[config.mk]
export PLATFORM = sky130hd
export DESIGN_NAME = arc_ram
export DESIGN_NICKNAME = d
export VERILOG_FILES = /design/src/hw/rtl/arc_ram.sv
export SDC_FILE = /design/constraint.sdc
export NUM_CORES = 1
export LEC_CHECK = 0
export BUFFER_PORTS_ARGS = -buffer_cell sky130_fd_sc_hd__buf_2
export CORE_ASPECT_RATIO = 2
export CORE_MARGIN = 2
export CORE_UTILIZATION = 62
export CTS_CLUSTER_SIZE = 8
export DETAILED_ROUTE_END_ITERATION = 10
export HOLD_SLACK_MARGIN = 0.12
export PLACE_DENSITY = 0.77
export SLEW_MARGIN = 15
export SYNTH_ARGS = -nofsm -noshare
export SYNTH_HDL_FRONTEND = slang
export SYNTH_SLANG_ARGS = --single-unit
[constraint.sdc]
create_clock -name clock -period 2.03 [get_ports clock]
set_input_delay 0.203 -clock clock [delete_from_list [all_inputs] [get_ports clock]]
set_output_delay 0.203 -clock clock [all_outputs]
set_load 0.02 [all_outputs]
[src/hw/rtl/arc_ram.sv]
// Simple dual-port synchronous RAM: one write port, one read port with registered data.
// Stands alone; used for the distance store and the order store.
module arc_ram #(
   parameter int  Depth = 64,
   parameter int  Width = 6,
   localparam int AddrW = $clog2(Depth)
) (
   input  logic             clock,
   input  logic             wr_en,
   input  logic [AddrW-1:0] wr_addr,
   input  logic [Width-1:0] wr_data,
   input  logic [AddrW-1:0] rd_addr,
   output logic [Width-1:0] rd_data
);

   logic [Width-1:0] mem_ff [Depth];
   logic [Width-1:0] rd_data_ff;

   always_ff @(posedge clock) begin
      if (wr_en) begin
         mem_ff[wr_addr] <= wr_data;
      end
      rd_data_ff <= mem_ff[rd_addr];
   end

   assign rd_data = rd_data_ff;

endmodule

Yosys cells after proc, flatten, opt, wreduce, memory -nomap -nowiden:

Memories as Yosys holds them, arrays and structs flattened. A register that Yosys moved wholly into a read port is not among the register bits.
Cells that the tools add are included.

* word-level logic and storage cells: 3
* register bits: 0
* input bits: 20
* RAM bits: 384
* output and inout bits: 6
* memories: 1

* muxes and demuxes: 2

Memory list
* mem_ff: depth 64, bits a word 6, rd ports 1, clocked after memory_dff 1, write ports 1, line 16 `logic [Width-1:0] mem_ff [Depth];`

Operators by type and width (number)
* $mux W1: 2

Longest topological paths before layout:

* depth in word-level cells: 2
* gate-level depth with buffers: 7
* mapped depth without buffers: 5

Worst setup path after synthesis:

OpenSTA, ideal clock, no wires.

* path type: input to register
* from: input rd_addr[0]
* to: register rd_data_ff[0], in the netlist rd_data[0] (read register of mem_ff)
* library setup time: 0.117 ns
* path slack: 0.281 ns
* arrival: 1.631 ns
* required time: 1.913 ns
* buffers on the path: 3
* stages: 7
* path through: buf_6 -> buf_6 -> buf_4 -> mux4_2 -> o22ai_1 -> o21ai_1 -> a32o_1

RTL lines
* start, declared: line 12 `input logic [AddrW-1:0] rd_addr,`
* end, declared: line 17 `logic [Width-1:0] rd_data_ff;`

==> impl_metrics.env <==
export IMPL_critPathKind="reg -> reg"
export IMPL_maxSlewViolCount=0
export IMPL_synth_ff_type="edfxtp_1"
export IMPL_cp_required_ns=2.47
export IMPL_tightest_slew_ns=0.759
export IMPL_portBuffers=25
export IMPL_antennaDiodeCount=0
export IMPL_power_density_nw_per_um2=995
export IMPL_num_rows=81
export IMPL_use_met1_pct=35.3
export IMPL_met3_usage_pct=4.24
export IMPL_die_w_um=115
export IMPL_fp_dieH_um=226
export IMPL_wl_um=34900
export IMPL_drive_gt1_share_pct=32.2
export IMPL_min_period_over_period_pct=92.0
export IMPL_timing_fmax_ghz=0.535
export IMPL_gp_congestion=0.884
export IMPL_r2r_start="mem_ff[50][0]"
export IMPL_grt_pass1_wl_um=53000
export IMPL_met2_usage_pct=50.8
export IMPL_yosysWarnings=0
export IMPL_finalPower_mw=17.7
export IMPL_fillers=1362
export IMPL_min_to="mem_ff[26][4]"
export IMPL_async_flop_share_pct=0
export IMPL_ir_worst_vdd_v=0.000970
export IMPL_arrival_ns=2.31
export IMPL_clockBufferDepth=3
export IMPL_synthCells=720
export IMPL_synthXorXnorAreaFrac_pct=0
export IMPL_hold_depth=2
export IMPL_rsz0062_at_grt="false"
export IMPL_critPathLaunchType="flop"
export IMPL_syn_cell_area_um2=15200
export IMPL_layout_commonest_cell="edfxtp_1"
export IMPL_post_cts_resized=0
export IMPL_cts_buffers=54
export IMPL_crit_fanout=1
export IMPL_synth_compound_area_share_pct=2.60
export IMPL_status="finished, final reports clean"
export IMPL_grt_remaining_overflow=0
export IMPL_clock_sinks=390
export IMPL_synth_top_family_by_area="multiplexers"
export IMPL_synth_edf_count=384
export IMPL_start_util_pct=62.6
export IMPL_yosys_cell_types_count=37
export IMPL_antenna_found_initial=0
export IMPL_grt_pass1_vias=8424
export IMPL_grt_usage_pct=28.5
export IMPL_yosys_area_top_type="edfxtp_1"
export IMPL_endpoint_kind="flop"
export IMPL_vias=7896
export IMPL_drc_errors=0
export IMPL_ios=26
export IMPL_area_delta_synth_final_pct=17.1
export IMPL_core_area_um2=24300
export IMPL_worstHoldStart="wr_data[4]"
export IMPL_setup_viol_count_final=0
export IMPL_final_cell_mix="edfxtp_1 (384), buf_4 (94), mux4_2 (87)"
export IMPL_synth_top_cell_area_share_pct=75.7
export IMPL_hp_class="in -> reg"
export IMPL_wl_per_cell_um=29.7
export IMPL_viasPerCell=6.73
export IMPL_r2r_end="rd_data[0]"
export IMPL_fp_dieArea_um2=25900
export IMPL_clkLatencyLatePin_ns=0.56
export IMPL_muxShareOfSynthArea_pct=15.6
export IMPL_cts_clk_slew_worst_paths_ns=0.05
export IMPL_cts_setup_buffers=0
export IMPL_synth_area_leaders="edfxtp_1 (76%), mux4_2 (13%), nor2_1 (1.7%)"
export IMPL_fin_util_pct=73.3
export IMPL_cts_root_buf="clkbuf_16"
export IMPL_hold_violations=0
export IMPL_h_tree_depth=2
export IMPL_grt_max_degree=65
export IMPL_yosys_area_share_adder_pct=0
export IMPL_regToRegSetupSlack_ns=0.16
export IMPL_p_leak_nw=5.87
export IMPL_ys_ff_latch=390
export IMPL_rr_worst_depth=4
export IMPL_ys_seq_area_share_pct=76.5
export IMPL_max_slew_margin_pct=49.4
export IMPL_cts_tree="built"
export IMPL_ant_nets=0
export IMPL_avgSynthCellArea_um2=21.1
export IMPL_skew_ns=0.0144
export IMPL_dp_hpwl_um=21600
export IMPL_drt_pass1_iterations=7
export IMPL_min_period_ns=1.87
export IMPL_busiest_layer="met2"
export IMPL_hold_buffers=1
export IMPL_nNetsFinal=886
export IMPL_fin_hold_ws_ns=0.154
export IMPL_stdcell_area_um2=17800
export IMPL_max_cap_violations=0
export IMPL_placed_area_um2=16400
export IMPL_drt_iter0_drc=807
export IMPL_synthSimpleGateAreaFrac_pct=3.67
export IMPL_syn_nets=740
-- worst max path at each step --
stage                   from          to  slack (ns)  depth (start not counted)
2_1_floorplan     rd_addr[0]  rd_data[0]        0.28                          7
3_3_place_gp      rd_addr[0]  rd_data[5]       -0.04                          6
3_5_place_dp      rd_addr[0]  rd_data[5]       -0.09                          6
4_1_cts        mem_ff[50][0]  rd_data[0]        0.13                          4
5_1_grt        mem_ff[43][5]  rd_data[5]        0.10                          5
6_report       mem_ff[50][0]  rd_data[0]        0.16                          4
-- through the flow --
| step | TNS [ns] | worst slack [ns] | std cells |
|---|---|---|---|
| after detailed placement | -0.298 | -0.0865 | 1099 |
| after floorplan | 0 | 0.281 | 720 |
| final | 0 | 0.162 | 1174 |
| after global placement | -0.107 | -0.0446 | 1099 |
| after global routing | 0 | 0.102 | 1174 |
| after CTS | 0 | 0.131 | 1174 |
-- critical path, stage by stage, from the launching register on --
cell and delay (ns):
edfxtp_1 0.39, mux4_2 0.50, a22oi_1 0.26, nand3_1 0.26, a32o_1 0.34
-- power by group --
part	internal [mW]	total [mW]	switching, mW
Combinational	0.366	0.915	0.549
Clock	4.83	7.86	3.04
Sequential	8.93	8.95	0.0215
-- cell usage after synthesis, types with 3 or more instances --
master    count
nand2_1       8
buf_6         5
nor2_1       67
clkbuf_1     16
a211oi_1      6
nand3b_1      4
mux2i_1      15
mux4_1        6
o21ai_1       6
mux2_2        9
nand2b_1      5
a32o_1        3
a21oi_1       6
mux4_2       87
edfxtp_1    384
nor2b_1       8
nand3_1      11
a221oi_1      3
nor3_1        5
dfxtp_1       6
buf_2        13
o22ai_1      12
o221ai_1      9
o22a_1        6
-- layer usage --
metal	vias to the layer above	wire, um
met1	4106	11900
met5	-	0
met4	0	1230
li1	3285	-
met3	73	2310
met2	432	19500
-- cell type report --
| class | count | area (um2) | share of cell area, % |
|---|---|---|---|
| clock inverter | 2 | 12.5 | 0.0702 |
| timing repair buffer | 129 | 1040 | 5.84 |
| sequential | 390 | 11700 | 65.3 |
| clock buffer | 72 | 1440 | 8.08 |
| multi-input combinational | 291 | 3320 | 18.6 |
| tap | 290 | 363 | 2.03 |
-- sequential cells by signal (all words and copies together) (netlist names) --
name	flops
rd_data	6
mem_ff	384
-- cells by family after synthesis --
| kind of cell | count (synthesis) |
|---|---|
| buffers and inverters | 39 |
| AND/OR/NAND/NOR | 120 |
| flip-flops | 390 |
| multiplexers | 117 |
| AO/OA/AOI/OAI | 54 |
Note: power is estimated with default switching activity, not from simulation.
