<file path="src/hw/rtl/arc_pkg.sv">
// Shared types, codes and the pair-slot function of the anti-Robinson criterion block.
// Used by anti_robinson_criterion, arc_walk and arc_accum; depends on nothing else.
package arc_pkg;

   localparam int ObjW    = 6;
   localparam int DistW   = 16;
   localparam int SumW    = 64;
   localparam int GapDiffW = ObjW + DistW;
   localparam int CsrW    = 7;
   localparam int ModeW   = 2;
   localparam int CmdW    = 2;
   localparam int SlotW   = 2 * ObjW;

   // Command codes carried in the request payload.
   localparam logic [CmdW-1:0] CMD_LOAD_DIST  = 2'd0;
   localparam logic [CmdW-1:0] CMD_LOAD_ORDER = 2'd1;
   localparam logic [CmdW-1:0] CMD_COMPUTE    = 2'd2;

   // Weight modes.
   localparam logic [ModeW-1:0] WM_COUNT = 2'd0;
   localparam logic [ModeW-1:0] WM_ABS   = 2'd1;
   localparam logic [ModeW-1:0] WM_GAP   = 2'd2;

   // Register indexes of the configuration port.
   localparam logic CSR_WEIGHT_MODE = 1'b0;
   localparam logic CSR_OBJECTS     = 1'b1;

   localparam logic [ModeW-1:0] WEIGHT_MODE_RESET = WM_COUNT;
   localparam logic [CsrW-1:0]  OBJECTS_RESET     = 7'd64;

   typedef struct packed {
      logic [CmdW-1:0]  cmd;
      logic [ObjW-1:0]  first_index;
      logic [ObjW-1:0]  second_index;
      logic [DistW-1:0] distance;
      logic [ObjW-1:0]  object_at_position;
   } req_type;

   typedef struct packed {
      logic [SumW-1:0] criterion;
      logic            saturated;
   } rsp_type;

   // One triple on its way from the walker to the scoring pipeline. The
   // distance to the j column arrives from the memory in the same cycle.
   typedef struct packed {
      logic             valid;
      logic             left;
      logic             zero;
      logic [ObjW-1:0]  obj_j;
      logic [ObjW-1:0]  obj_k;
      logic [DistW-1:0] dist_k;
   } tok_type;

   // Triangular slot of an unordered pair of distinct objects.
   function automatic logic [SlotW-1:0] pair_slot(input logic [ObjW-1:0] a,
                                                  input logic [ObjW-1:0] b);
      logic [ObjW-1:0]  hi;
      logic [ObjW-1:0]  lo;
      logic [SlotW-1:0] prod;
      hi   = (a > b) ? a : b;
      lo   = (a > b) ? b : a;
      prod = SlotW'(hi) * SlotW'(hi - ObjW'(1));
      return (prod >> 1) + SlotW'(lo);
   endfunction

endpackage

</file>
<file path="src/hw/rtl/arc_walk.sv">
// Triple walker: steps through rows, columns and partner columns and drives both memory reads.
// Depends on arc_pkg; feeds arc_accum.
module arc_walk #(
   parameter int  MAX_OBJECTS = 64,
   localparam int PosW      = $clog2(MAX_OBJECTS),
   localparam int PairCount = MAX_OBJECTS * (MAX_OBJECTS - 1) / 2,
   localparam int SlotAddrW = $clog2(PairCount)
) (
   input  logic                   clock,
   input  logic                   reset,
   input  logic                   start,
   input  logic [arc_pkg::CsrW-1:0] objects_in_use,
   input  logic                   out_free,
   input  logic                   pipe_busy,
   output logic [PosW-1:0]        order_rd_addr,
   input  logic [arc_pkg::ObjW-1:0] order_rd_data,
   output logic [SlotAddrW-1:0]   dist_rd_addr,
   input  logic [arc_pkg::DistW-1:0] dist_rd_data,
   output arc_pkg::tok_type       tok,
   output logic                   busy,
   output logic                   done
);

   import arc_pkg::*;

   localparam int CntW = $clog2(MAX_OBJECTS + 1);

   typedef enum logic [8:0] {
      W_IDLE     = 9'b000000001,
      W_ROW_RD   = 9'b000000010,
      W_ROW_CAP  = 9'b000000100,
      W_COL_RD   = 9'b000001000,
      W_COL_OBJ  = 9'b000010000,
      W_COL_DIST = 9'b000100000,
      W_STREAM   = 9'b001000000,
      W_DRAIN    = 9'b010000000,
      W_FINISH   = 9'b100000000
   } walk_state_type;

   walk_state_type   state_ff, state_in;
   logic [CntW-1:0]  p_ff, p_in;
   logic [CntW-1:0]  i_ff, i_in;
   logic [CntW-1:0]  k_ff, k_in;
   logic [CntW-1:0]  j_ff, j_in;
   logic [CntW-1:0]  j_start;
   logic [ObjW-1:0]  oi_ff, oi_in;
   logic [ObjW-1:0]  ok_ff, ok_in;
   logic [DistW-1:0] dk_ff, dk_in;
   logic             dz_ff, dz_in;
   logic             left_ff, left_in;
   logic             a_valid_ff, a_valid_in;
   logic             pair_zero;
   tok_type          tok_ff, tok_in;

   // The pair of the row object and whatever the order store just returned.
   assign pair_zero = (oi_ff == order_rd_data)
                      || (32'(oi_ff) >= MAX_OBJECTS)
                      || (32'(order_rd_data) >= MAX_OBJECTS);
   assign dist_rd_addr = SlotAddrW'(pair_slot(oi_ff, order_rd_data));
   assign j_start = (k_ff < i_ff) ? '0 : i_ff + 1'b1;

   always_comb begin
      state_in      = state_ff;
      p_in          = p_ff;
      i_in          = i_ff;
      k_in          = k_ff;
      j_in          = j_ff;
      oi_in         = oi_ff;
      ok_in         = ok_ff;
      dk_in         = dk_ff;
      dz_in         = dz_ff;
      left_in       = left_ff;
      a_valid_in    = 1'b0;
      order_rd_addr = i_ff[PosW-1:0];
      done          = 1'b0;
      unique case (state_ff)
         W_IDLE: begin
            if (start) begin
               if (32'(objects_in_use) > MAX_OBJECTS) begin
                  p_in = CntW'(MAX_OBJECTS);
               end else begin
                  p_in = CntW'(objects_in_use);
               end
               i_in     = '0;
               state_in = W_ROW_RD;
            end
         end
         W_ROW_RD: begin
            if (i_ff == p_ff) begin
               state_in = W_DRAIN;
            end else begin
               order_rd_addr = i_ff[PosW-1:0];
               state_in      = W_ROW_CAP;
            end
         end
         W_ROW_CAP: begin
            oi_in    = order_rd_data;
            k_in     = '0;
            state_in = W_COL_RD;
         end
         W_COL_RD: begin
            if (k_ff == p_ff) begin
               i_in     = i_ff + 1'b1;
               state_in = W_ROW_RD;
            end else if (k_ff == i_ff || j_start >= k_ff) begin
               k_in = k_ff + 1'b1;
            end else begin
               order_rd_addr = k_ff[PosW-1:0];
               j_in          = j_start;
               left_in       = (k_ff < i_ff);
               state_in      = W_COL_OBJ;
            end
         end
         W_COL_OBJ: begin
            ok_in    = order_rd_data;
            dz_in    = pair_zero;
            state_in = W_COL_DIST;
         end
         W_COL_DIST: begin
            dk_in    = dz_ff ? '0 : dist_rd_data;
            state_in = W_STREAM;
         end
         W_STREAM: begin
            order_rd_addr = j_ff[PosW-1:0];
            a_valid_in    = 1'b1;
            if (j_ff + 1'b1 == k_ff) begin
               k_in     = k_ff + 1'b1;
               state_in = W_COL_RD;
            end else begin
               j_in = j_ff + 1'b1;
            end
         end
         W_DRAIN: begin
            if (!a_valid_ff && !tok_ff.valid && !pipe_busy) begin
               state_in = W_FINISH;
            end
         end
         W_FINISH: begin
            if (out_free) begin
               done     = 1'b1;
               state_in = W_IDLE;
            end
         end
         default: begin
            state_in = W_IDLE;
         end
      endcase
   end

   // Partner column whose object was read last cycle; its distance read goes out now.
   always_comb begin
      tok_in        = tok_ff;
      tok_in.valid  = a_valid_ff;
      tok_in.left   = left_ff;
      tok_in.zero   = pair_zero;
      tok_in.obj_j  = order_rd_data;
      tok_in.obj_k  = ok_ff;
      tok_in.dist_k = dk_ff;
   end

   always_ff @(posedge clock) begin
      if (reset) begin
         state_ff   <= W_IDLE;
         a_valid_ff <= 1'b0;
         tok_ff     <= '0;
      end else begin
         state_ff   <= state_in;
         a_valid_ff <= a_valid_in;
         tok_ff     <= tok_in;
      end
   end

   always_ff @(posedge clock) begin
      p_ff          <= p_in;
      i_ff          <= i_in;
      k_ff          <= k_in;
      j_ff          <= j_in;
      oi_ff         <= oi_in;
      ok_ff         <= ok_in;
      dk_ff         <= dk_in;
      dz_ff         <= dz_in;
      left_ff       <= left_in;
   end

   assign tok  = tok_ff;
   assign busy = (state_ff != W_IDLE);

endmodule

</file>
<file path="config.mk">
export PLATFORM = sky130hd
export DESIGN_NAME = arc_walk
export DESIGN_NICKNAME = d
export VERILOG_FILES = /design/src/hw/rtl/arc_pkg.sv /design/src/hw/rtl/arc_walk.sv
export SDC_FILE = /design/constraint.sdc
export NUM_CORES = 1
export LEC_CHECK = 0
export ABC_AREA = 0
export BUFFER_PORTS_ARGS = -buffer_cell sky130_fd_sc_hd__buf_2
export CORE_UTILIZATION = 54
export CTS_CLUSTER_SIZE = 10
export DETAILED_ROUTE_END_ITERATION = 10
export PLACE_DENSITY_LB_ADDON = 0.1
export REMOVE_ABC_BUFFERS = 1
export SETUP_SLACK_MARGIN = 0.1
export SYNTH_ARGS = -nofsm -noshare
export SYNTH_HDL_FRONTEND = slang
export SYNTH_SLANG_ARGS = --single-unit
</file>
<file path="constraint.sdc">
create_clock -name clock -period 31.7 [get_ports clock]
set_input_delay 6.34 -clock clock [delete_from_list [all_inputs] [get_ports clock]]
set_output_delay 6.34 -clock clock [all_outputs]
set_load 0.02 [all_outputs]
</file>
# Yosys cells after proc, flatten, opt, wreduce, memory -nomap -nowiden

Cells that the tools add are included.

Flip-flop bits (word level): 99
Bits of input ports: 34
Output and inout bits: 50

Add/subtract/negate cells: 5
Multipliers: 1
$lt $le $gt $ge: 4
Eq/ne operators: 25
Multiplexer cells: 28
Bitwise operators: 2
Reduce and logical (&&, ||, !) cells: 15

Operators with widths:

| kind                  | number |
|---|---|
| $pmux W9 S9           | 1 |
| $mux W7               | 9 |
| $mux W9               | 6 |
| $eq A7 B7 Y1          | 4 |
| $pmux W7 S2           | 2 |
| $mux W6               | 4 |
| $add A7 B1 Y7 const B | 3 |
| $pmux W7 S3           | 1 |
| $ne A2 B2 Y1 const B  | 9 |
| $mul A7 B7 Y12        | 1 |
| $pmux W6 S2           | 1 |
| $add A11 B6 Y11       | 1 |
| $eq A9 B1 Y1 const B  | 1 |
| $eq A9 B2 Y1 const B  | 1 |
| $eq A9 B3 Y1 const B  | 1 |
| $eq A9 B4 Y1 const B  | 1 |
| $eq A9 B5 Y1 const B  | 1 |
| $eq A9 B6 Y1 const B  | 1 |
| $eq A9 B7 Y1 const B  | 1 |
| $eq A9 B8 Y1 const B  | 1 |
| $eq A9 B9 Y1 const B  | 1 |
| $ne A9 B1 Y1 const B  | 1 |
| $mux W8               | 1 |
| $reduce_and A4 Y1     | 2 |
| 17 further kinds      | 25 |

# Longest topological paths before layout

Gate-level depths: netlist of run 1.

Depth after elaboration: 7
Depth in mapped cells: 27
Mapped depth without buffers: 26

# Worst setup path after synthesis of run 1

No wires, ideal clock.

Path kind: input to output
From: in order_rd_data[3] (netlist bit)
To: out dist_rd_addr[10]
Arrival time: 12.903 ns
Slack: 12.457 ns
Stages on the path: 26
Path buffers: 1
Cells stage by stage: inv_1 ha_1 a211oi_1 nor2_1 o31ai_4 buf_2 mux2i_1 inv_2 or3_1 ha_1 or2_2 fa_1 fa_1 inv_1 fa_1 inv_1 fa_1 inv_1 ha_1 xnor2_1 ha_1 nand2_1 a21oi_1 o211ai_1 nor4b_1 xnor2_1

Word-level cells in the longest chain between the ends: 5
Elaborated cells on any way between the ends: 6
Classes of those cells: add/sub: 2; mul: 1; order compare: 1; mux: 2

Ends and longest elaborated chain:

| element             | RTL line                     | text |
|---|---|---|
| start: declaration  | arc_walk.sv:16               | `input logic [arc_pkg::ObjW-1:0] order_rd_data,` |
| $gt A6 B6 Y1        | arc_pkg.sv:61, arc_pkg.sv:62 |  |
| $mux W6             | arc_pkg.sv:61                | `hi = (a > b) ? a : b;` |
| $sub A6 B1 Y7       | arc_pkg.sv:63                | `prod = SlotW'(hi) * SlotW'(hi - ObjW'(1));` |
| $mul A7 B7 Y12      | arc_pkg.sv:63                |  |
| $add A11 B6 Y11 (*) | arc_pkg.sv:64                | `return (prod >> 1) + SlotW'(lo);` |
| end: declaration    | arc_walk.sv:17               | `output logic [SlotAddrW-1:0] dist_rd_addr,` |

Mark *: on every way between the ends. The rest lies on a longest branch, timed or not.

# Worst setup path in the final report of run 1

Same ends and word-level chain as after synthesis.

==> results of run 1 <==
==> through the flow <==
| step | setup WS (ns) | power [µW] |
|---|---|---|
| finish | 11.25 | 563 |
| global route | 10.65 | 607 |
| CTS | 11.21 | 567 |
| detailed placement | 11.27 | 459 |
| global placement | 11.51 | 455 |
| floorplan | 12.16 | 384 |
==> cell usage after synthesis (11+ instances only) <==
cell	n
a21oi_1	11
dfxtp_1	41
edfxtp_1	58
fa_1	21
ha_1	67
inv_1	70
nand2_1	26
nand3_1	15
nor2_1	62
nor2b_1	59
nor3_1	11
o21ai_0	15
xnor2_1	32
xor2_1	14
==> sequential cells by signal (all words and copies together), names as in the netlist <==
| name | flops |
|---|---|
| tok | 31 |
| dk_ff | 16 |
| state_ff | 9 |
| i_ff | 7 |
| j_ff | 7 |
| k_ff | 7 |
| p_ff | 7 |
| oi_ff | 6 |
| ok_ff | 6 |
| a_valid_ff | 1 |
| dz_ff | 1 |
| left_ff | 1 |
==> how the worst min path moves through the flow <==
stage / to / slack (ns) / startpoint
floorplan: tok[0] / 0.43 / dk_ff[0]
global placement: tok[29] / 0.43 / left_ff
detailed placement: tok[18] / 0.44 / ok_ff[2]
CTS: tok[18] / 0.45 / ok_ff[2]
global route: tok[29] / 0.47 / left_ff
finish: tok[29] / 0.45 / left_ff
==> power groups by stage <==
stage	clock network, µW	registers [µW]	logic, µW
after CTS	107	161	299
after floorplan	0	162	222
final	105	161	297
after global routing	112	162	332
after detailed placement	0	164	295
after global placement	0	164	291
==> layout make-up <==
class	instances	area [µm²]
Sequential cell	99	2560
Inverter	73	274
Clock buffer	9	225
Multi-Input combinational cell	451	3670
Tap cell	143	179
Clock inverter	7	56.3
Timing Repair Buffer	85	430
Fill cell	992	4260
==> cells by family (layout without fill, tap and decap cells) <==
kind of cell	Yosys count	count (layout)	share of synthesized area [%]
adder cells (fa/ha/maj)	88	88	19.2
flip-flops	99	99	39.0
AND/OR/NAND/NOR	224	224	18.2
XOR/XNOR	51	51	7.84
buffers and inverters	89	174	5.29
multiplexers	11	11	1.69
AO/OA/AOI/OAI	77	77	8.80
==> layer usage <==
layer  track usage, %  wire length [µm]
met5                0                 0
met4             6.93               214
met3             3.29               589
met2             35.0              6030
met1             31.7              6330
==> out/results.tsv, run 1 <==
stage	metric	value	unit
status	status	complete, but fails checks	
status	violations	design-rule violations	
logic_synthesis	avgSynthCellArea	10.3	µm²
setup_path	path_max_fanout	22	
power_and_ir_drop	ir_drop	134	µV
cells_and_area	final_area	7400	µm²
floorplan	dieWidth	112	µm
route	wl_per_cell	15.2	µm
cts	ctsResizeCount	0	
setup_path	worstReg2RegStart	i_ff[1]	
placement	hpwl	10300	µm
sta	slew_headroom	30.0	%
power_and_ir_drop	power_frac_comb	52.7	%
sta	tightest_slew	1.05	ns
route	first_iter_violations	443	
setup_path	cp.arrival	14.11	ns
setup_path	cp_num_buf_inv	6	
cts	post_cts_buffers	0	
setup_path	worstPathRequired	25.36	ns
setup_path	cp-end-kind	primary output	
floorplan	rows	39	
logic_synthesis	yosys_warnings	0	
placement	dpl.cell_count	851	
logic_synthesis	synthTopCellsByArea	edfxtp_1, ha_1, dfxtp_1	
cts	cts.reportedPaths.clkPinSlew	0.07	ns
route	num_vias	4736	
grt	grt_usage	22.2	%
power_and_ir_drop	swShare	42.0	%
floorplan	start_util	56.4	%
setup_path	rr_endpoint	j_ff[4]	
power_and_ir_drop	internal_power	326	µW
setup_path	critPathLaunch	order_rd_data[3]	
cts	cts_tree	done	
sta	setup_viol	0	
cts	htree_levels	3	
power_and_ir_drop	p_leak	0.00342	µW
cells_and_area	n_antenna_cell	0	
setup_path	reg2reg_depth	15	
grt	overflow	0	
sta	fmaxAchievable	0.0489	GHz
placement	place_congestion	0.871	
placement	io_buffers	83	
setup_path	worst-path-stages	26	
route	ant_nets	0	
cells_and_area	area_growth	12.6	%
logic_synthesis	synth.top_cell.area_share	26.5	%
floorplan	ios	84	
sta	rsz0062_at_grt	no	
flow_run	cap_violations	0	
floorplan	fp.dieH	112	µm
setup_path	worst_path_largest_cell_delay	0.78	ns
placement	placedInstanceArea	7120	µm²
sta	holdWs	0.448	ns
sta	finClkSkew	0.0100	ns
route	drc	9	
logic_synthesis	ys_ff_latch	99	
route	drt-pass1-iter-count	11	
setup_path	cp-start-kind	primary input	
logic_synthesis	synth_ff_type	edfxtp_1	
grt	grt_start_max_net_pins	38	
logic_synthesis	yosysTopAreaCell	edfxtp_1	
hold_path	min_path_cells	1	
grt	grt_antenna_before_repair	0	
logic_synthesis	ys_seq_area_share	39.0	%
sta	maxSlewViolCount	0	
logic_synthesis	syn_area	6570	µm²
sta	hold_viol	0	
logic_synthesis	ys_types	61	
cells_and_area	final_util	63.5	%
cts	cts_sinks	99	
cells_and_area	mostFrequentLayoutCells	buf_2, inv_1, ha_1	
grt	grt_pass1_vias	4629	
sta	fin_crit	20.45	ns
cells_and_area	drive_gt1_share	17.1	%
cts	cts_inserted_buffers	9	
floorplan	core_region_area	11700	µm²
setup_path	crit_slowest_cell	o31ai_4	
logic_synthesis	synth_edf_count	58	
setup_path	rrSetupSlack	27.21	ns
cells_and_area	nNetsFinal	841	
logic_synthesis	synth-async-reset-ratio	0	%
power_and_ir_drop	power.switching	236	µW
cts	holdBufCountCts	0	
sta	setup_tns	0	ns
logic_synthesis	synth_cells	639	
power_and_ir_drop	p_clk_share	18.6	%
setup_path	crit_type	primary input to primary output	
cells_and_area	layout_commonest_cell	buf_2	
sta	finalCritPeriodShare	64.5	%
floorplan	die-area	12600	µm²
power_and_ir_drop	power_frac_seq	28.6	%
setup_path	endpoint	dist_rd_addr[10]	
hold_path	hold_path_class	register to register	
cts	root_buffer	clkbuf_16	
route	vias_per_cell	5.46	
grt	grt_pass1_wl	22100	µm
cts	clkLatencyLatePin	0.35	ns
route	totalWireLength	13200	µm
cells_and_area	stdcell_count	867	
setup_path	cpLargestDelayFamily	adder cells	
cts	clk_path_buf_depth	2	
power_and_ir_drop	powerDensity	76.1	nW/µm²
No activity file was read; power rests on OpenSTA's default activity.
==> run 2: changes to the inputs <==
--- a/config.mk
+++ b/config.mk
@@ -5,9 +5,9 @@
 export SDC_FILE = /design/constraint.sdc
 export NUM_CORES = 1
 export LEC_CHECK = 0
-export ABC_AREA = 0
+export ABC_AREA = 1
 export BUFFER_PORTS_ARGS = -buffer_cell sky130_fd_sc_hd__buf_2
-export CORE_UTILIZATION = 54
+export CORE_UTILIZATION = 53
 export CTS_CLUSTER_SIZE = 10
 export DETAILED_ROUTE_END_ITERATION = 10
 export PLACE_DENSITY_LB_ADDON = 0.1
==> constraint.sdc (replaced) <==
create_clock -name clock -period 17.6 [get_ports clock]
set_input_delay 3.52 -clock clock [delete_from_list [all_inputs] [get_ports clock]]
set_output_delay 3.52 -clock clock [all_outputs]
set_load 0.02 [all_outputs]
==> run 2 against run 1 <==
- the flow now finishes without violations
- critical path depth grew 10
- critical path type unchanged
- sequential power grew 88%
- sequential cell count is the same
==> out/results.tsv, run 2 <==
stage	metric	value	unit	change
logic_synthesis	ys_ff_latch	99		unchanged
logic_synthesis	avgSynthCellArea	8.51	µm²	was 10.3 µm²
power_and_ir_drop	powerDensity	142	nW/µm²	was 76.1 nW/µm²
route	ant_nets	0		unchanged
sta	maxSlewViolCount	0		unchanged
cts	root_buffer	clkbuf_16		unchanged
placement	pre_cts_ws	3.54	ns	was 11.27 ns
setup_path	cpLargestDelayFamily	adder cells		unchanged
cts	cts_inserted_buffers	9		unchanged
sta	slew_headroom	53.0	%	was 30.0%
floorplan	die-area	13200	µm²	was 12600 µm²
power_and_ir_drop	p_leak	0.00399	µW	was 0.00342 µW
cells_and_area	nNetsFinal	998		was 841
cells_and_area	num-fill-cells	1105		was 992
floorplan	ios	84		unchanged
logic_synthesis	ys_seq_area_share	37.9	%	was 39.0%
cts	clkLatencyLatePin	0.35	ns	about the same
logic_synthesis	synthTopCellsByArea	edfxtp_1, ha_1, dfxtp_1		unchanged
grt	grt_antenna_before_repair	0		unchanged
logic_synthesis	synth_cells	794		was 639
grt	grt_pass1_wl	23100	µm	was 22100 µm
placement	placedInstanceArea	7340	µm²	was 7120 µm²
sta	hold_viol	0		unchanged
route	num_vias	5288		was 4736
sta	tightest_slew	0.702	ns	was 1.05 ns
cells_and_area	area_growth	13.3	%	was 12.6%
sta	layout_setup_ws	3.53	ns	was 11.25 ns
floorplan	core_region_area	12200	µm²	was 11700 µm²
cells_and_area	n_antenna_cell	0		unchanged
logic_synthesis	syn_area	6760	µm²	was 6570 µm²
route	first_iter_violations	355		was 443
route	totalWireLength	13900	µm	was 13200 µm
sta	finalCritPeriodShare	79.9	%	
grt	grt_usage	22.6	%	was 22.2%
setup_path	cp_num_buf_inv	9		was 6
logic_synthesis	yosysMostFrequentCell	inv_1		unchanged
cells_and_area	final_util	62.7	%	was 63.5%
setup_path	crit_slowest_cell	fa_1		was o31ai_4
setup_path	cp_common_cell	inv_1		
logic_synthesis	synth.top_cell.area_share	25.8	%	was 26.5%
logic_synthesis	synth_common_cells	inv_1, nor2_1, nand2_1		was inv_1, ha_1, nor2_1
status	status	finished, final reports clean		was complete, but fails checks
setup_path	worst_path_largest_cell_delay	0.55	ns	was 0.78 ns
setup_path	cp-end-kind	primary output		unchanged
floorplan	dieWidth	115	µm	was 112 µm
setup_path	cp-start-kind	primary input		unchanged
grt	overflow	0		unchanged
setup_path	cp.arrival	10.55	ns	was 14.11 ns
setup_path	path_max_fanout	20		was 22
setup_path	worstPathRequired	14.08	ns	was 25.36 ns
sta	fmaxAchievable	0.0711	GHz	
grt	grt_start_max_net_pins	38		unchanged
sta	fin_crit	14.07	ns	
cells_and_area	seqCellArea	2560	µm²	unchanged
cells_and_area	layout_commonest_cell	inv_1		was buf_2
logic_synthesis	synth_edf_count	58		unchanged
hold_path	hold_path_class	register to register		unchanged
cells_and_area	drive_gt1_share	14.9	%	was 17.1%
placement	place_congestion	0.895		was 0.871
logic_synthesis	yosysTopAreaCell	edfxtp_1		unchanged
floorplan	start_util	55.3	%	was 56.4%
setup_path	crit_type	primary input to primary output		unchanged
sta	setup_viol	0		unchanged
cts	cts.reportedPaths.clkPinSlew	0.07	ns	about the same
grt	grt_pass1_vias	4967		was 4629
floorplan	fp.dieH	115	µm	was 112 µm
route	wl_per_cell	13.2	µm	was 15.2 µm
logic_synthesis	synth-async-reset-ratio	0	%	unchanged
cells_and_area	mostFrequentLayoutCells	inv_1, nor2_1, nand2_1		was buf_2, inv_1, ha_1
cts	cts_sinks	99		unchanged
cts	ctsResizeCount	0		unchanged
placement	hpwl	11100	µm	was 10300 µm
logic_synthesis	synth_ff_type	edfxtp_1		unchanged
power_and_ir_drop	ir_drop	156	µV	was 134 µV
cts	clk_path_buf_depth	2		unchanged
cts	holdBufCountCts	0		unchanged
logic_synthesis	ys_types	44		was 61
cells_and_area	largest_reg_flops	31		unchanged
cts	post_cts_buffers	0		unchanged
cells_and_area	multi_input_area	3500	µm²	was 3670 µm²
sta	setup_tns	0	ns	unchanged
flow_run	cap_violations	0		unchanged
logic_synthesis	yosys_warnings	0		unchanged
placement	io_buffers	83		unchanged
cts	htree_levels	3		unchanged
sta	holdWs	0.432	ns	was 0.448 ns
floorplan	rows	40		was 39
sta	rsz0062_at_grt	no		unchanged
route	vias_per_cell	5.04		was 5.46
route	drc	0		was 9
route	drt-pass1-iter-count	5		was 11
sta	finClkSkew	0.00804	ns	was 0.0100 ns
cts	cts_tree	done		unchanged
cells_and_area	final_area	7650	µm²	was 7400 µm²
setup_path	rrSetupSlack	13.86	ns	was 27.21 ns
## run 2: cell types whose count changed in the layout (fill, tap and decap cells not counted), moves of 7 or more
cell     previous run  this run
nand3_1            15        29
nor2_1             62       127
nand2_1            26       103
xnor2_1            32        20
xor2_1             14        23
nand4_1             6        13
nor2b_1            59         0
a21o_1              8         1
inv_1              70       171
mux2i_1            10         0
nand2_4             0         7
o21ai_0            15        22
## run 2: layout make-up
type / count / share of cell area, %
well taps: 168 / 2.75
multi-input cells: 511 / 45.7
clock buffers: 9 / 2.94
clock inverters: 7 / 1.19
repair buffers: 84 / 5.53
flip-flops and latches: 99 / 33.5
inverters: 171 / 8.39
## run 2: cell families after synthesis
group           Yosys count  synth area share (%)
flops                    99                  37.9
compound gates           62                  5.65
simple gates            317                  21.5
xor+xnor                 44                  5.91
fa+ha+maj                88                  18.6
buf+inv                 184                  10.4
## run 2: path summary, 6_finish.rpt
kind | start | to | depth (start not counted)
hold / removal | a_valid_ff | tok[30] | 2
setup / recovery | order_rd_data[4] | dist_rd_addr[10] | 36
setup reg to reg | k_ff[2] | j_ff[2] | 17
hold reg to reg | a_valid_ff | tok[30] | 2
## run 2: report_power, final
part / internal [µW] / switching (µW) / total, µW
clock network: 114 / 93.1 / 207
logic: 214 / 366 / 580
registers: 279 / 24.1 / 303
## run 2: worst reg2reg max path, cell delays in order, from the launching register on
cell,delay (ns)
edfxtp_1,0.57
ha_1,0.38
nand2_1,0.06
o21ai_0,0.15
nand2_1,0.07
nand2_1,0.09
inv_1,0.12
or2_2,0.30
inv_1,0.08
ha_1,0.26
a21oi_1,0.16
o21a_1,0.15
o211ai_1,0.09
nor2_1,0.15
nand2_1,0.15
nand2_1,0.27
o21ai_0,0.15
inv_1,0.25
## run 2: stage by stage
| step | cells | total power (µW) |
|---|---|---|
| after floorplan | 781 | 734 |
| after global placement | 1033 | 871 |
| after detailed placement | 1033 | 883 |
| after CTS | 1049 | 1090 |
| after global routing | 1049 | 1180 |
| final | 1049 | 1090 |
## run 2: metal layers
layer	part of all wire, %	vias to the layer above	track usage [%]
li1	-	2669	-
met4	1.5	0	6.84
met2	46	137	36.2
met1	47	2462	31.5
met3	5.0	20	3.58
met5	0	-	0
