==> src/hw/rtl/arc_pkg.sv <==
// Shared types, codes and the pair-slot function of the anti-Robinson criterion block.
// Used by anti_robinson_criterion, arc_walk and arc_accum; depends on nothing else.
package arc_pkg;

   localparam int ObjW    = 6;
   localparam int DistW   = 16;
   localparam int SumW    = 64;
   localparam int GapDiffW = ObjW + DistW;
   localparam int CsrW    = 7;
   localparam int ModeW   = 2;
   localparam int CmdW    = 2;
   localparam int SlotW   = 2 * ObjW;

   // Command codes carried in the request payload.
   localparam logic [CmdW-1:0] CMD_LOAD_DIST  = 2'd0;
   localparam logic [CmdW-1:0] CMD_LOAD_ORDER = 2'd1;
   localparam logic [CmdW-1:0] CMD_COMPUTE    = 2'd2;

   // Weight modes.
   localparam logic [ModeW-1:0] WM_COUNT = 2'd0;
   localparam logic [ModeW-1:0] WM_ABS   = 2'd1;
   localparam logic [ModeW-1:0] WM_GAP   = 2'd2;

   // Register indexes of the configuration port.
   localparam logic CSR_WEIGHT_MODE = 1'b0;
   localparam logic CSR_OBJECTS     = 1'b1;

   localparam logic [ModeW-1:0] WEIGHT_MODE_RESET = WM_COUNT;
   localparam logic [CsrW-1:0]  OBJECTS_RESET     = 7'd64;

   typedef struct packed {
      logic [CmdW-1:0]  cmd;
      logic [ObjW-1:0]  first_index;
      logic [ObjW-1:0]  second_index;
      logic [DistW-1:0] distance;
      logic [ObjW-1:0]  object_at_position;
   } req_type;

   typedef struct packed {
      logic [SumW-1:0] criterion;
      logic            saturated;
   } rsp_type;

   // One triple on its way from the walker to the scoring pipeline. The
   // distance to the j column arrives from the memory in the same cycle.
   typedef struct packed {
      logic             valid;
      logic             left;
      logic             zero;
      logic [ObjW-1:0]  obj_j;
      logic [ObjW-1:0]  obj_k;
      logic [DistW-1:0] dist_k;
   } tok_type;

   // Triangular slot of an unordered pair of distinct objects.
   function automatic logic [SlotW-1:0] pair_slot(input logic [ObjW-1:0] a,
                                                  input logic [ObjW-1:0] b);
      logic [ObjW-1:0]  hi;
      logic [ObjW-1:0]  lo;
      logic [SlotW-1:0] prod;
      hi   = (a > b) ? a : b;
      lo   = (a > b) ? b : a;
      prod = SlotW'(hi) * SlotW'(hi - ObjW'(1));
      return (prod >> 1) + SlotW'(lo);
   endfunction

endpackage

==> src/hw/rtl/arc_accum.sv <==
// Scoring pipeline: violation test, weight and saturating 64-bit sum.
// Depends on arc_pkg; takes triples from arc_walk.
module arc_accum (
   input  logic                      clock,
   input  logic                      reset,
   input  logic                      clear,
   input  logic [arc_pkg::ModeW-1:0] mode,
   input  arc_pkg::tok_type          tok,
   input  logic [arc_pkg::DistW-1:0] dist_j,
   output logic                      busy,
   output logic [arc_pkg::SumW-1:0]  sum,
   output logic                      saturated
);

   import arc_pkg::*;

   logic [DistW-1:0]    dj;
   logic                viol;
   logic                c_valid_ff;
   logic [DistW-1:0]    c_diff_ff;
   logic [ObjW-1:0]     c_gap_ff;
   logic                d_valid_ff;
   logic [GapDiffW-1:0] d_weight_ff, d_weight_in;
   logic [SumW-1:0]     sum_ff;
   logic                sat_ff;
   logic [SumW:0]       sum_wide;

   assign dj   = tok.zero ? '0 : dist_j;
   assign viol = tok.left ? (dj < tok.dist_k) : (dj > tok.dist_k);

   always_comb begin
      unique case (mode)
         WM_COUNT: d_weight_in = GapDiffW'(1);
         WM_ABS:   d_weight_in = GapDiffW'(c_diff_ff);
         WM_GAP:   d_weight_in = GapDiffW'(c_gap_ff) * GapDiffW'(c_diff_ff);
         default:  d_weight_in = '0;
      endcase
   end

   assign sum_wide = {1'b0, sum_ff} + (SumW + 1)'(d_weight_ff);

   always_ff @(posedge clock) begin
      c_diff_ff   <= (dj > tok.dist_k) ? dj - tok.dist_k : tok.dist_k - dj;
      c_gap_ff    <= (tok.obj_j > tok.obj_k) ? tok.obj_j - tok.obj_k
                                             : tok.obj_k - tok.obj_j;
      d_weight_ff <= d_weight_in;
   end

   always_ff @(posedge clock) begin
      if (reset) begin
         c_valid_ff <= 1'b0;
         d_valid_ff <= 1'b0;
         sum_ff     <= '0;
         sat_ff     <= 1'b0;
      end else begin
         c_valid_ff <= tok.valid && viol;
         d_valid_ff <= c_valid_ff;
         if (clear) begin
            sum_ff <= '0;
            sat_ff <= 1'b0;
         end else if (d_valid_ff) begin
            if (sum_wide[SumW]) begin
               sum_ff <= '1;
               sat_ff <= 1'b1;
            end else begin
               sum_ff <= sum_wide[SumW-1:0];
            end
         end
      end
   end

   assign busy      = c_valid_ff || d_valid_ff;
   assign sum       = sum_ff;
   assign saturated = sat_ff;

endmodule

==> config.mk <==
export PLATFORM = sky130hd
export DESIGN_NAME = arc_accum
export DESIGN_NICKNAME = d
export VERILOG_FILES = /design/src/hw/rtl/arc_pkg.sv /design/src/hw/rtl/arc_accum.sv
export SDC_FILE = /design/constraint.sdc
export NUM_CORES = 1
export LEC_CHECK = 0
export BUFFER_PORTS_ARGS = -buffer_cell sky130_fd_sc_hd__buf_2
export CELL_PAD_IN_SITES_DETAIL_PLACEMENT = 1
export CELL_PAD_IN_SITES_GLOBAL_PLACEMENT = 2
export CORE_MARGIN = 5
export CORE_UTILIZATION = 36
export DETAILED_ROUTE_END_ITERATION = 8
export PLACE_DENSITY_LB_ADDON = 0.1
export RECOVER_POWER = 25
export SYNTH_ARGS = -nofsm -noshare
export SYNTH_HDL_FRONTEND = slang
export SYNTH_SLANG_ARGS = --single-unit
==> constraint.sdc <==
create_clock -name clock -period 5.95 [get_ports clock]
set_input_delay 1.19 -clock clock [delete_from_list [all_inputs] [get_ports clock]]
set_output_delay 1.19 -clock clock [all_outputs]
set_load 0.01 [all_outputs]
---- Yosys cells after proc, flatten, opt, wreduce, memory -nomap -nowiden ----
Index checks and enable logic that the tools add are counted.
storage, ports and cells
  register bits after elaboration ......... 111
  memories kept ........................... 0
  input bits .............................. 52
  ROM bits ................................ 0
  latch bits .............................. 0
  output and inout bits ................... 66
  memory bits (writable) .................. 0
operators by class
  shift operators ......................... 0
  add/sub/neg operators ................... 5
  mux-type cells .......................... 6
  order comparisons ....................... 3
  reduce and logical (&&, ||, !) cells .... 5
  eq/ne operators ......................... 2
  multiply operators ...................... 1
  bitwise operators ....................... 0
  div/mod/pow operators ................... 0
operators by type and width
  cell                                            number
  one-hot mux 22 bit (3 select lines)             1
  adder 64 x 22 -> 65 bit                         1
  two-way mux 64 bit                              1
  two-way mux 16 bit                              2
  subtractor 16 bit                               2
  multiplier 6 x 16 -> 22 bit                     1
  > comparator 16 bit                             1
  < comparator 16 bit                             1
  subtractor 6 bit                                2
  > comparator 6 bit                              1
  two-way mux 6 bit                               1
  == test 2 x 1 -> 1 bit (second input constant)  1
  == test 2 bit (second input constant)           1
  zero test 2 bit                                 1
  AND reduction 2 bit                             1
  OR reduction 2 bit                              1
  logical AND 1 bit                               1
  logical OR 1 bit                                1
  two-way mux 1 bit                               1

---- Depth between registers and ports, before layout ----
Gate-level depths: netlist (run 1).
  depth after elaboration ................. 4
  depth in mapped cells ................... 17
  depth with buffers taken out ............ 16

---- Worst setup path before layout (run 1) ----
No wires, ideal clock.
  path kind ............................... reg2reg
  start point ............................. reg c_gap_ff[4]
  end point ............................... reg d_weight_ff[19]
  library setup time ...................... 0.126 ns
  path slack .............................. 1.789 ns
  required time ........................... 5.824 ns
  arrival time ............................ 4.035 ns
  clock period less this slack ............ 4.161 ns
  cell stages (with the launch flop) ...... 17
  cell sequence ........................... dfxtp_1 > clkbuf_1 > and2_1 > fa_1 > fa_1 > inv_1 > fa_1 > inv_1 > ha_1 > or2_2 > a21o_1 > a31oi_1 > o221a_2 > inv_1 > a41o_1 > xnor2_1 > nor2_1
on the way
  cells in the longest elaborated chain, start to end .. 2
RTL lines
  what                                 RTL line         text
  from (decl)                          arc_accum.sv:21  logic [ObjW-1:0] c_gap_ff;
  from (signal assigned)               arc_accum.sv:44  c_gap_ff <= (tok.obj_j > tok.obj_k) ? tok.obj_j - tok.obj_k
  multiplier 6 x 16 -> 22 bit          arc_accum.sv:35  WM_GAP: d_weight_in = GapDiffW'(c_gap_ff) * GapDiffW'(c_diff_ff);
  one-hot mux 22 bit (3 select lines)  arc_accum.sv:32  unique case (mode)
  via d_weight_in[19]                  arc_accum.sv:23  logic [GapDiffW-1:0] d_weight_ff, d_weight_in;
  to (signal assigned)                 arc_accum.sv:46  d_weight_ff <= d_weight_in;
  to (decl)                            arc_accum.sv:23
The timed path passes the listed nets, and every way through them passes these cells.
A chain may end at the register's enable or synchronous reset.

---- Final worst setup path (run 1) ----
Ends and elaborated chain as after synthesis.

==> results of run 1 <==
flip-flops by register name, indices dropped and copies added, names as in the netlist:
signal and count:
c_valid_ff 1, c_gap_ff 6, sum 64, saturated 1, c_diff_ff 16, d_valid_ff 1, d_weight_ff 22
power groups by stage:
stage | sequential (µW) | clock (µW) | combinational, µW
floorplan | 910 | 0 | 3120
global route | 996 | 717 | 4490
detailed placement | 996 | 0 | 3910
global placement | 996 | 0 | 3830
CTS | 978 | 683 | 3940
finish | 979 | 660 | 3860
cell usage in the layout, fill, tap and decap left out, types with 22 or more instances in the layout:
cell,netlist,final
nand2b_1,29,29
ha_1,94,94
nor2_1,52,52
xnor2_1,48,48
a21oi_1,94,94
o21ai_0,67,67
buf_2,6,73
inv_1,145,145
a21o_1,23,23
and2_1,88,88
dfxtp_1,111,111
nand2_1,84,84
nor3_1,27,27
nand3_1,22,22
clkbuf_1,29,44
a31oi_1,25,25
xor2_1,29,29
fa_1,62,62
cell families after synthesis:
| family | Yosys count | share of synthesized area [%] |
|---|---|---|
| compound gates | 304 | 18.4 |
| xor+xnor | 77 | 6.52 |
| fa+ha+maj | 156 | 23.4 |
| buf+inv | 186 | 6.94 |
| flops | 111 | 21.5 |
| mux | 21 | 2.07 |
| simple gates | 404 | 21.3 |
critical path, stage by stage (launching register included):
cell and delay [ns]:
dfxtp_1 0.66, and2_1 0.23, fa_1 0.45, fa_1 0.54, inv_1 0.05, fa_1 0.52, inv_1 0.04, ha_1 0.32
or2_2 0.32, a21o_1 0.20, a31oi_1 0.33, o221a_2 0.27, inv_1 0.05, a41o_1 0.24, xnor2_1 0.13, nor2_1 0.05
area by class of cell:
| cell class | instances | area [µm²] |
|---|---|---|
| clock buffers | 9 | 225 |
| clock inverters | 7 | 91.3 |
| fillers | 3534 | 17000 |
| inverters | 145 | 544 |
| multi-input cells | 962 | 7420 |
| flip-flops and latches | 111 | 2220 |
| well taps | 384 | 480 |
| repair buffers | 124 | 583 |
path summary, 6_finish.rpt:
| check | from | endpoint | slack [ns] | cells past startpoint |
|---|---|---|---|---|
| hold / removal | saturated$_SDFFE_PP0P_ | saturated$_SDFFE_PP0P_ | 0.48 | 2 |
| hold reg to reg | saturated$_SDFFE_PP0P_ | saturated$_SDFFE_PP0P_ | 0.48 | 2 |
| setup / recovery | c_gap_ff[4]$_DFF_P_ | d_weight_ff[19]$_DFF_P_ | 1.40 | 15 |
| setup reg to reg | c_gap_ff[4]$_DFF_P_ | d_weight_ff[19]$_DFF_P_ | 1.40 | 15 |
stage by stage:
stage	setup slack, ns	cells
final	1.40	1742
after floorplan	1.79	1259
after CTS	1.39	1742
after global routing	1.10	1742
after detailed placement	1.40	1726
after global placement	1.43	1726
per-layer routing:
metal	routed length [µm]	up-vias	share of wire, %	track usage (%)
met5	0	-	0	0
met4	575	0	1.9	4.69
met3	703	41	2.3	2.22
met2	15100	115	50	33.6
met1	13800	4411	46	23.8
li1	-	4512	-	-
==> results.json, run 1 <==
{
  "crit_path_end_kind": "flop",
  "yosysTopAreaCell": "dfxtp_1",
  "gr-usage-all-layers_pct": 18.7,
  "relSlewSlack_pct": 28.2,
  "drc_errors": 0,
  "min_period_ns": 4.55,
  "p_clk_share_pct": 12.0,
  "setup_violations": 0,
  "die_w_um": 180,
  "grt_max_degree": 56,
  "drive_above_1_share_pct": 8.69,
  "maxCapViolCount": 0,
  "final_core_util_pct": 40.5,
  "p_leak_uw": 0.00519,
  "fin_nets": 1561,
  "design_area_um2": 11600,
  "skew_ns": 0.0260,
  "timing.hold.ws_ns": 0.482,
  "synth_ff_type": "dfxtp_1",
  "hold_viol": 0,
  "h-tree-depth": 3,
  "die_h_um": 180,
  "ys_top_cells_by_area": "dfxtp_1 21%, fa_1 12%, ha_1 11%, and2_1 5.3%, inv_1 5.3%",
  "antenna_left": 0,
  "drt_iter0_drc": 358,
  "post-cts-setup-buffers": 0,
  "crit_arrival_ns": 4.78,
  "worst_slew_pin_slew_ns": 1.05,
  "grt_overflow": 0,
  "via_per_inst": 5.21,
  "antenna_found_initial": 0,
  "pin_count": 118,
  "p_sw_share_pct": 47.3,
  "initial_core_util_pct": 36.3,
  "worstSetupStartpointType": "flop",
  "portBuffers": 117,
  "diodes": 0,
  "cts_resized": 0,
  "fin_crit_sh_pct": 76.5,
  "rsz0062_at_grt": "no",
  "clkSinkCount": 111,
  "p_int_uw": 2900,
  "place_congestion": 0.831,
  "p_switching_uw": 2600,
  "synthArstFlopShare_pct": 0,
  "placed_area_um2": 11300,
  "cts_tree": "yes",
  "critPathMaxFanout": 16,
  "syn_inst": 1259,
  "syn_to_final_growth_pct": 11.7,
  "yosysSeqAreaShare_pct": 21.5,
  "power.share.sequential_pct": 17.8,
  "vdd_drop_max_v": 0.000235,
  "fmax_mhz": 220,
  "total_power_uw": 5500,
  "run_status": "finished, final reports clean",
  "synthTopCellsByCount": "145 x inv_1, 111 x dfxtp_1, 94 x a21oi_1, 94 x ha_1, 88 x and2_1",
  "cts_root_buf": "clkbuf_16",
  "cts.clk_slew.worst_paths_ns": 0.08,
  "via_count": 9079,
  "dieArea_um2": 32200,
  "path_class": "reg -> reg",
  "synth_edf_count": 0,
  "yosys_warnings": 0,
  "syn-mean-instance-area_um2": 8.22,
  "final_max_slew_viol_count": 0,
  "wl_per_cell_um": 17.3,
  "clock_path_buffers": 2,
  "row_count": 62,
  "synth_cell_types": 68,
  "synth_top_area_share_pct": 21.5,
  "first_global_vias": 9584,
  "syn_nets": 1467,
  "worst_ep_required_time_ns": 6.18,
  "syn_area_um2": 10400,
  "fin_tns_setup_ns": 0,
  "combPwrFrac_pct": 70.2,
  "hpwl_um": 24400,
  "cts_buffers": 9,
  "wl_um": 30100,
  "yosysMostFrequentCell": "inv_1",
  "grt_pass1_wl_um": 50400,
  "clkLatencyLatePin_ns": 0.38,
  "hp-class": "reg -> reg",
  "dr.pass1.iters": 6,
  "ys_ff_latch": 111,
  "powerDensity_nw_per_um2": 476,
  "cts_hold_buf": 0,
  "coreArea_um2": 28500
}
No activity file was read; power rests on OpenSTA's default activity.
==> run 2, diff against run 1 <==
--- a/config.mk
+++ b/config.mk
@@ -5,11 +5,12 @@
 export SDC_FILE = /design/constraint.sdc
 export NUM_CORES = 1
 export LEC_CHECK = 0
+export ABC_AREA = 1
 export BUFFER_PORTS_ARGS = -buffer_cell sky130_fd_sc_hd__buf_2
 export CELL_PAD_IN_SITES_DETAIL_PLACEMENT = 1
 export CELL_PAD_IN_SITES_GLOBAL_PLACEMENT = 2
 export CORE_MARGIN = 5
-export CORE_UTILIZATION = 36
+export CORE_UTILIZATION = 33
 export DETAILED_ROUTE_END_ITERATION = 8
 export PLACE_DENSITY_LB_ADDON = 0.1
 export RECOVER_POWER = 25
==> constraint.sdc (replaced) <==
create_clock -name clock -period 4.7 [get_ports clock]
set_input_delay 0.94 -clock clock [delete_from_list [all_inputs] [get_ports clock]]
set_output_delay 0.94 -clock clock [all_outputs]
set_load 0.01 [all_outputs]
==> results.json, run 2 <==
{
  "combPwrFrac_pct": 70.0,
  "cts.clk_slew.worst_paths_ns": 0.09,
  "largest_reg_flops": 64,
  "drc_errors": 0,
  "antenna_found_initial": 0,
  "worst_ep_required_time_ns": 4.98,
  "placed_area_um2": 13100,
  "rsz0062_at_grt": "no",
  "synthTopCellsByCount": "623 x nand2_1, 418 x inv_1, 162 x nor2_1",
  "syn-mean-instance-area_um2": 6.14,
  "cts_buffers": 9,
  "ys_ff_latch": 111,
  "initial_core_util_pct": 33.2,
  "ff_latch_area_um2": 2220,
  "multi_input_area_um2": 8030,
  "via_per_inst": 4.79,
  "crit_path_end_kind": "flop",
  "row_count": 70,
  "powerDensity_nw_per_um2": 511,
  "r2r_slack_ns": 0.66,
  "syn_inst": 1973,
  "maxCapViolCount": 0,
  "relSlewSlack_pct": 43.9,
  "yosysMostFrequentCell": "nand2_1",
  "yosysTopAreaCell": "nand2_1",
  "p_clk_share_pct": 12.3,
  "place_congestion": 0.839,
  "final_cell_mix": "623 x nand2_1, 418 x inv_1, 161 x nor2_1",
  "pin_count": 118,
  "syn_area_um2": 12100,
  "grt_overflow": 0,
  "power.share.sequential_pct": 17.7,
  "skew_ns": 0.0188,
  "wl_per_cell_um": 16.5,
  "p_sw_share_pct": 53.6,
  "yosysSeqAreaShare_pct": 18.3,
  "path_class": "reg -> reg",
  "p_int_uw": 3170,
  "dr.pass1.iters": 4,
  "p_switching_uw": 3660,
  "fmax_mhz": 247,
  "fin_nets": 2272,
  "yosys_warnings": 0,
  "drt_iter0_drc": 451,
  "synth_edf_count": 0,
  "synth_ff_type": "dfxtp_1",
  "dp_slack_ns": 0.650,
  "setup_violations": 0,
  "first_global_vias": 12571,
  "run_status": "finished, final reports clean",
  "synth_cell_types": 51,
  "die_w_um": 202,
  "antenna_left": 0,
  "clkLatencyLatePin_ns": 0.38,
  "wl_um": 41800,
  "setup_slack_ns": 0.657,
  "hp-class": "reg -> reg",
  "synthArstFlopShare_pct": 0,
  "cts_hold_buf": 0,
  "clkSinkCount": 111,
  "grt_max_degree": 65,
  "min_period_ns": 4.04,
  "p_leak_uw": 0.00776,
  "nFillCells": 4901,
  "die_h_um": 202,
  "ys_top_cells_by_area": "nand2_1 19%, dfxtp_1 18%, inv_1 13%, fa_1 10%, ha_1 9.7%",
  "fin_tns_setup_ns": 0,
  "syn_to_final_growth_pct": 10.4,
  "layout.cells.most_common": "nand2_1",
  "h-tree-depth": 3,
  "hold_viol": 0,
  "synth_top_area_share_pct": 19.3,
  "cts_resized": 0,
  "crit_arrival_ns": 4.33,
  "critPathMaxFanout": 9,
  "diodes": 0,
  "portBuffers": 117,
  "cts_tree": "yes",
  "worstSetupStartpointType": "flop",
  "syn_nets": 2181,
  "fin_crit_sh_pct": 86.0,
  "hpwl_um": 34800,
  "vdd_drop_max_v": 0.000332,
  "dieArea_um2": 40600,
  "via_count": 12163,
  "drive_above_1_share_pct": 6.77,
  "post-cts-setup-buffers": 0,
  "grt_pass1_wl_um": 67600,
  "clock_path_buffers": 2,
  "final_max_slew_viol_count": 0,
  "coreArea_um2": 36400,
  "worst_slew_pin_slew_ns": 0.842,
  "final_core_util_pct": 36.7,
  "design_area_um2": 13400,
  "gr-usage-all-layers_pct": 20.6,
  "cts_root_buf": "clkbuf_16",
  "timing.hold.ws_ns": 0.426
}
==> run 2: cell types whose count changed after synthesis, moves of 13 or more <==
cell | previous run | this run
a211oi_1 | 15 | 2
xnor2_1 | 48 | 8
a21o_1 | 23 | 6
nand2_1 | 84 | 623
and3_1 | 14 | 1
inv_1 | 145 | 418
and2_1 | 88 | 1
mux2i_1 | 18 | 2
nand4_1 | 16 | 36
nor2_1 | 52 | 162
nand3_1 | 22 | 87
o21ai_1 | 2 | 17
nor2b_1 | 17 | 0
nand2b_1 | 29 | 0
==> run 2: final timing paths <==
kind | cells past startpoint | from | to
max | 15 | c_gap_ff[0]$_DFF_P_ | d_weight_ff[8]$_DFF_P_
min | 2 | c_valid_ff$_SDFF_PP0_ | d_valid_ff$_SDFF_PP0_
max reg2reg | 15 | c_gap_ff[0]$_DFF_P_ | d_weight_ff[8]$_DFF_P_
min reg2reg | 2 | c_valid_ff$_SDFF_PP0_ | d_valid_ff$_SDFF_PP0_
==> run 2: stage by stage <==
stage,power (µW),cells
floorplan,4700,1973
global placement,5950,2521
detailed placement,6030,2521
CTS,6930,2537
global route,7710,2537
finish,6830,2537
==> run 2: power groups by stage <==
stage	clock, µW	sequential [µW]	combinational [µW]
6_report	837	1210	4780
4_1_cts	874	1210	4840
3_3_place_gp	0	1230	4720
2_1_floorplan	0	1150	3550
3_5_place_dp	0	1230	4800
5_1_grt	904	1230	5580
==> run 2: logic make-up after synthesis <==
| family | after synthesis | share of synthesized area (%) |
|---|---|---|
| simple gates | 969 | 33.0 |
| buf+inv | 477 | 15.4 |
| compound gates | 213 | 9.87 |
| fa+ha+maj | 156 | 20.0 |
| flops | 111 | 18.3 |
| xor+xnor | 44 | 3.18 |
| mux | 3 | 0.258 |
==> run 2: critical path, cell delays in order (launching register included) <==
cell and delay (ns):
dfxtp_1 0.53, buf_4 0.24, nand2_1 0.06, inv_1 0.08
fa_1 0.44, fa_1 0.49, inv_1 0.05, fa_1 0.52
inv_1 0.04, ha_1 0.35, a21oi_1 0.21, o21ai_0 0.17
nor2_1 0.20, inv_1 0.07, or2_2 0.27, a32o_1 0.22
==> run 2: layout make-up <==
class / count / area share (%)
Clock buffer: 11 / 1.74
Clock inverter: 5 / 0.477
Inverter: 426 / 12.0
Multi-Input combinational cell: 1385 / 60.1
Sequential cell: 111 / 16.6
Tap cell: 468 / 4.38
Timing Repair Buffer: 131 / 4.75
==> run 2: metal layers <==
layer	up-vias	share of wire (%)	global-route usage, %
met5	-	0	0
met4	0	2.0	5.25
met3	37	2.4	2.22
met2	139	47	35.3
met1	5780	48	27.6
li1	6207	-	-
==> run 3, diff against run 2 <==
--- a/config.mk
+++ b/config.mk
@@ -6,6 +6,7 @@
 export NUM_CORES = 1
 export LEC_CHECK = 0
 export ABC_AREA = 1
+export ABC_CLOCK_PERIOD_IN_PS = 4700
 export BUFFER_PORTS_ARGS = -buffer_cell sky130_fd_sc_hd__buf_2
 export CELL_PAD_IN_SITES_DETAIL_PLACEMENT = 1
 export CELL_PAD_IN_SITES_GLOBAL_PLACEMENT = 2
@@ -13,7 +14,7 @@
 export CORE_UTILIZATION = 33
 export DETAILED_ROUTE_END_ITERATION = 8
 export PLACE_DENSITY_LB_ADDON = 0.1
-export RECOVER_POWER = 25
+export SKIP_LAST_GASP = 1
 export SYNTH_ARGS = -nofsm -noshare
 export SYNTH_HDL_FRONTEND = slang
 export SYNTH_SLANG_ARGS = --single-unit
==> results.json, run 3 (synthesis results as in run 2) <==
{
  "h-tree-depth": 3,
  "wl_um": 41700,
  "total_power_uw": 6830,
  "nFillCells": 4885,
  "critPathMaxFanout": 9,
  "worstSetupStartpointType": "flop",
  "grt_pass1_wl_um": 67600,
  "diodes": 0,
  "via_per_inst": 4.77,
  "hpwl_um": 34800,
  "antenna_found_initial": 0,
  "p_leak_uw": 0.00794,
  "cp-startpoint": "c_gap_ff[0]$_DFF_P_",
  "setup_violations": 0,
  "row_count": 70,
  "cts_tree": "yes",
  "r2r_slack_ns": 0.66,
  "cts.clk_slew.worst_paths_ns": 0.09,
  "initial_core_util_pct": 33.2,
  "drt_iter0_drc": 477,
  "skew_ns": 0.0186,
  "relSlewSlack_pct": 43.5,
  "worst_ep_required_time_ns": 4.98,
  "clkSinkCount": 111,
  "cts_buffers": 9,
  "r2r_cells": 15,
  "final_cell_mix": "623 x nand2_1, 418 x inv_1, 161 x nor2_1",
  "hold_viol": 0,
  "worst_slew_pin_slew_ns": 0.848,
  "path_class": "reg -> reg",
  "portBuffers": 117,
  "rsz0062_at_grt": "no",
  "reg2reg_to": "d_weight_ff[8]$_DFF_P_",
  "wl_per_cell_um": 16.5,
  "largest_reg_flops": 64,
  "r2r_start": "c_gap_ff[0]$_DFF_P_",
  "dp.cells": 2521,
  "fin_nets": 2272,
  "dieArea_um2": 40600,
  "die_w_um": 202,
  "cts_hold_buf": 0,
  "layout.cells.non_filler": 2537,
  "die_h_um": 202,
  "dp_slack_ns": 0.650,
  "layout.cells.most_common": "nand2_1",
  "grt_max_degree": 65,
  "grt_overflow": 0,
  "fin_crit_sh_pct": 85.9,
  "clock_path_buffers": 2,
  "run_status": "finished, final reports clean",
  "cts_root_buf": "clkbuf_16",
  "setup_slack_ns": 0.663,
  "syn_to_final_growth_pct": 10.8,
  "gr-usage-all-layers_pct": 20.6,
  "cts_resized": 0,
  "pin_count": 118,
  "drc_errors": 0,
  "crit_path_end_kind": "flop",
  "crit_path_end": "d_weight_ff[8]$_DFF_P_",
  "crit_arrival_ns": 4.32,
  "drive_above_1_share_pct": 8.84,
  "hp-class": "reg -> reg",
  "via_count": 12112,
  "final_core_util_pct": 36.8,
  "powerDensity_nw_per_um2": 509,
  "post-cts-setup-buffers": 0,
  "dr.pass1.iters": 4,
  "coreArea_um2": 36400,
  "place_congestion": 0.839,
  "min_period_ns": 4.04,
  "fmax_mhz": 248,
  "first_global_vias": 12571,
  "final_max_slew_viol_count": 0,
  "fin_tns_setup_ns": 0,
  "antenna_left": 0,
  "vdd_drop_max_v": 0.000331,
  "clkLatencyLatePin_ns": 0.38,
  "maxCapViolCount": 0
}
run 3: cell count changes in the layout (fill, tap and decap cells not counted), sizes merged:
cell and delta:
buf +43, clkbuf -43
run 3: worst min path at each step:
stage | from | end | slack (ns) | cells after the start
3_3_place_gp | c_valid_ff$_SDFF_PP0_ | d_valid_ff$_SDFF_PP0_ | 0.42 | 2
4_1_cts | c_valid_ff$_SDFF_PP0_ | d_valid_ff$_SDFF_PP0_ | 0.43 | 2
5_1_grt | c_valid_ff$_SDFF_PP0_ | d_valid_ff$_SDFF_PP0_ | 0.46 | 2
6_report | c_valid_ff$_SDFF_PP0_ | d_valid_ff$_SDFF_PP0_ | 0.43 | 2
2_1_floorplan | c_valid_ff$_SDFF_PP0_ | d_valid_ff$_SDFF_PP0_ | 0.41 | 2
3_5_place_dp | c_valid_ff$_SDFF_PP0_ | d_valid_ff$_SDFF_PP0_ | 0.42 | 2
run 3: worst max-delay path, cell delays in order, from the launching register on:
cell and delay (ns):
dfxtp_1 0.53, buf_4 0.24, nand2_1 0.06, inv_1 0.08, fa_1 0.44, fa_1 0.49
inv_1 0.05, fa_1 0.52, inv_1 0.04, ha_1 0.35, a21oi_1 0.21, o21ai_0 0.17
nor2_1 0.20, inv_1 0.07, or2_2 0.27, a32o_1 0.22
run 3: layout make-up:
class / count / area [µm²] / area share, %
multi-input cells: 1385 / 8030 / 59.8
flip-flops and latches: 111 / 2220 / 16.6
inverters: 426 / 1600 / 11.9
repair buffers: 131 / 691 / 5.15
well taps: 468 / 586 / 4.36
clock buffers: 11 / 233 / 1.73
clock inverters: 5 / 63.8 / 0.475
run 3: report_power, final:
group	total, µW	internal (µW)	switching (µW)	leakage [µW]
clock	837	421	416	0.000141
sequential	1210	1060	146	0.000908
combinational	4780	1690	3090	0.00689
total	6830	3170	3660	0.00794
run 3: layer usage:
| layer | vias up | wire length, µm | global-route usage, % | part of all wire (%) |
|---|---|---|---|---|
| met3 | 39 | 887 | 2.22 | 2.1 |
| met5 | - | 0 | 0 | 0 |
| met1 | 5750 | 20200 | 27.6 | 48 |
| met4 | 0 | 850 | 5.25 | 2.0 |
| li1 | 6200 | - | - | - |
| met2 | 123 | 19800 | 35.3 | 47 |
run 3: through the flow:
stage / instance area, µm² / hold WS [ns]
3_5_place_dp: 13100 / 0.421
6_report: 13400 / 0.426
2_1_floorplan: 12100 / 0.410
3_3_place_gp: 13100 / 0.416
4_1_cts: 13400 / 0.431
5_1_grt: 13400 / 0.458
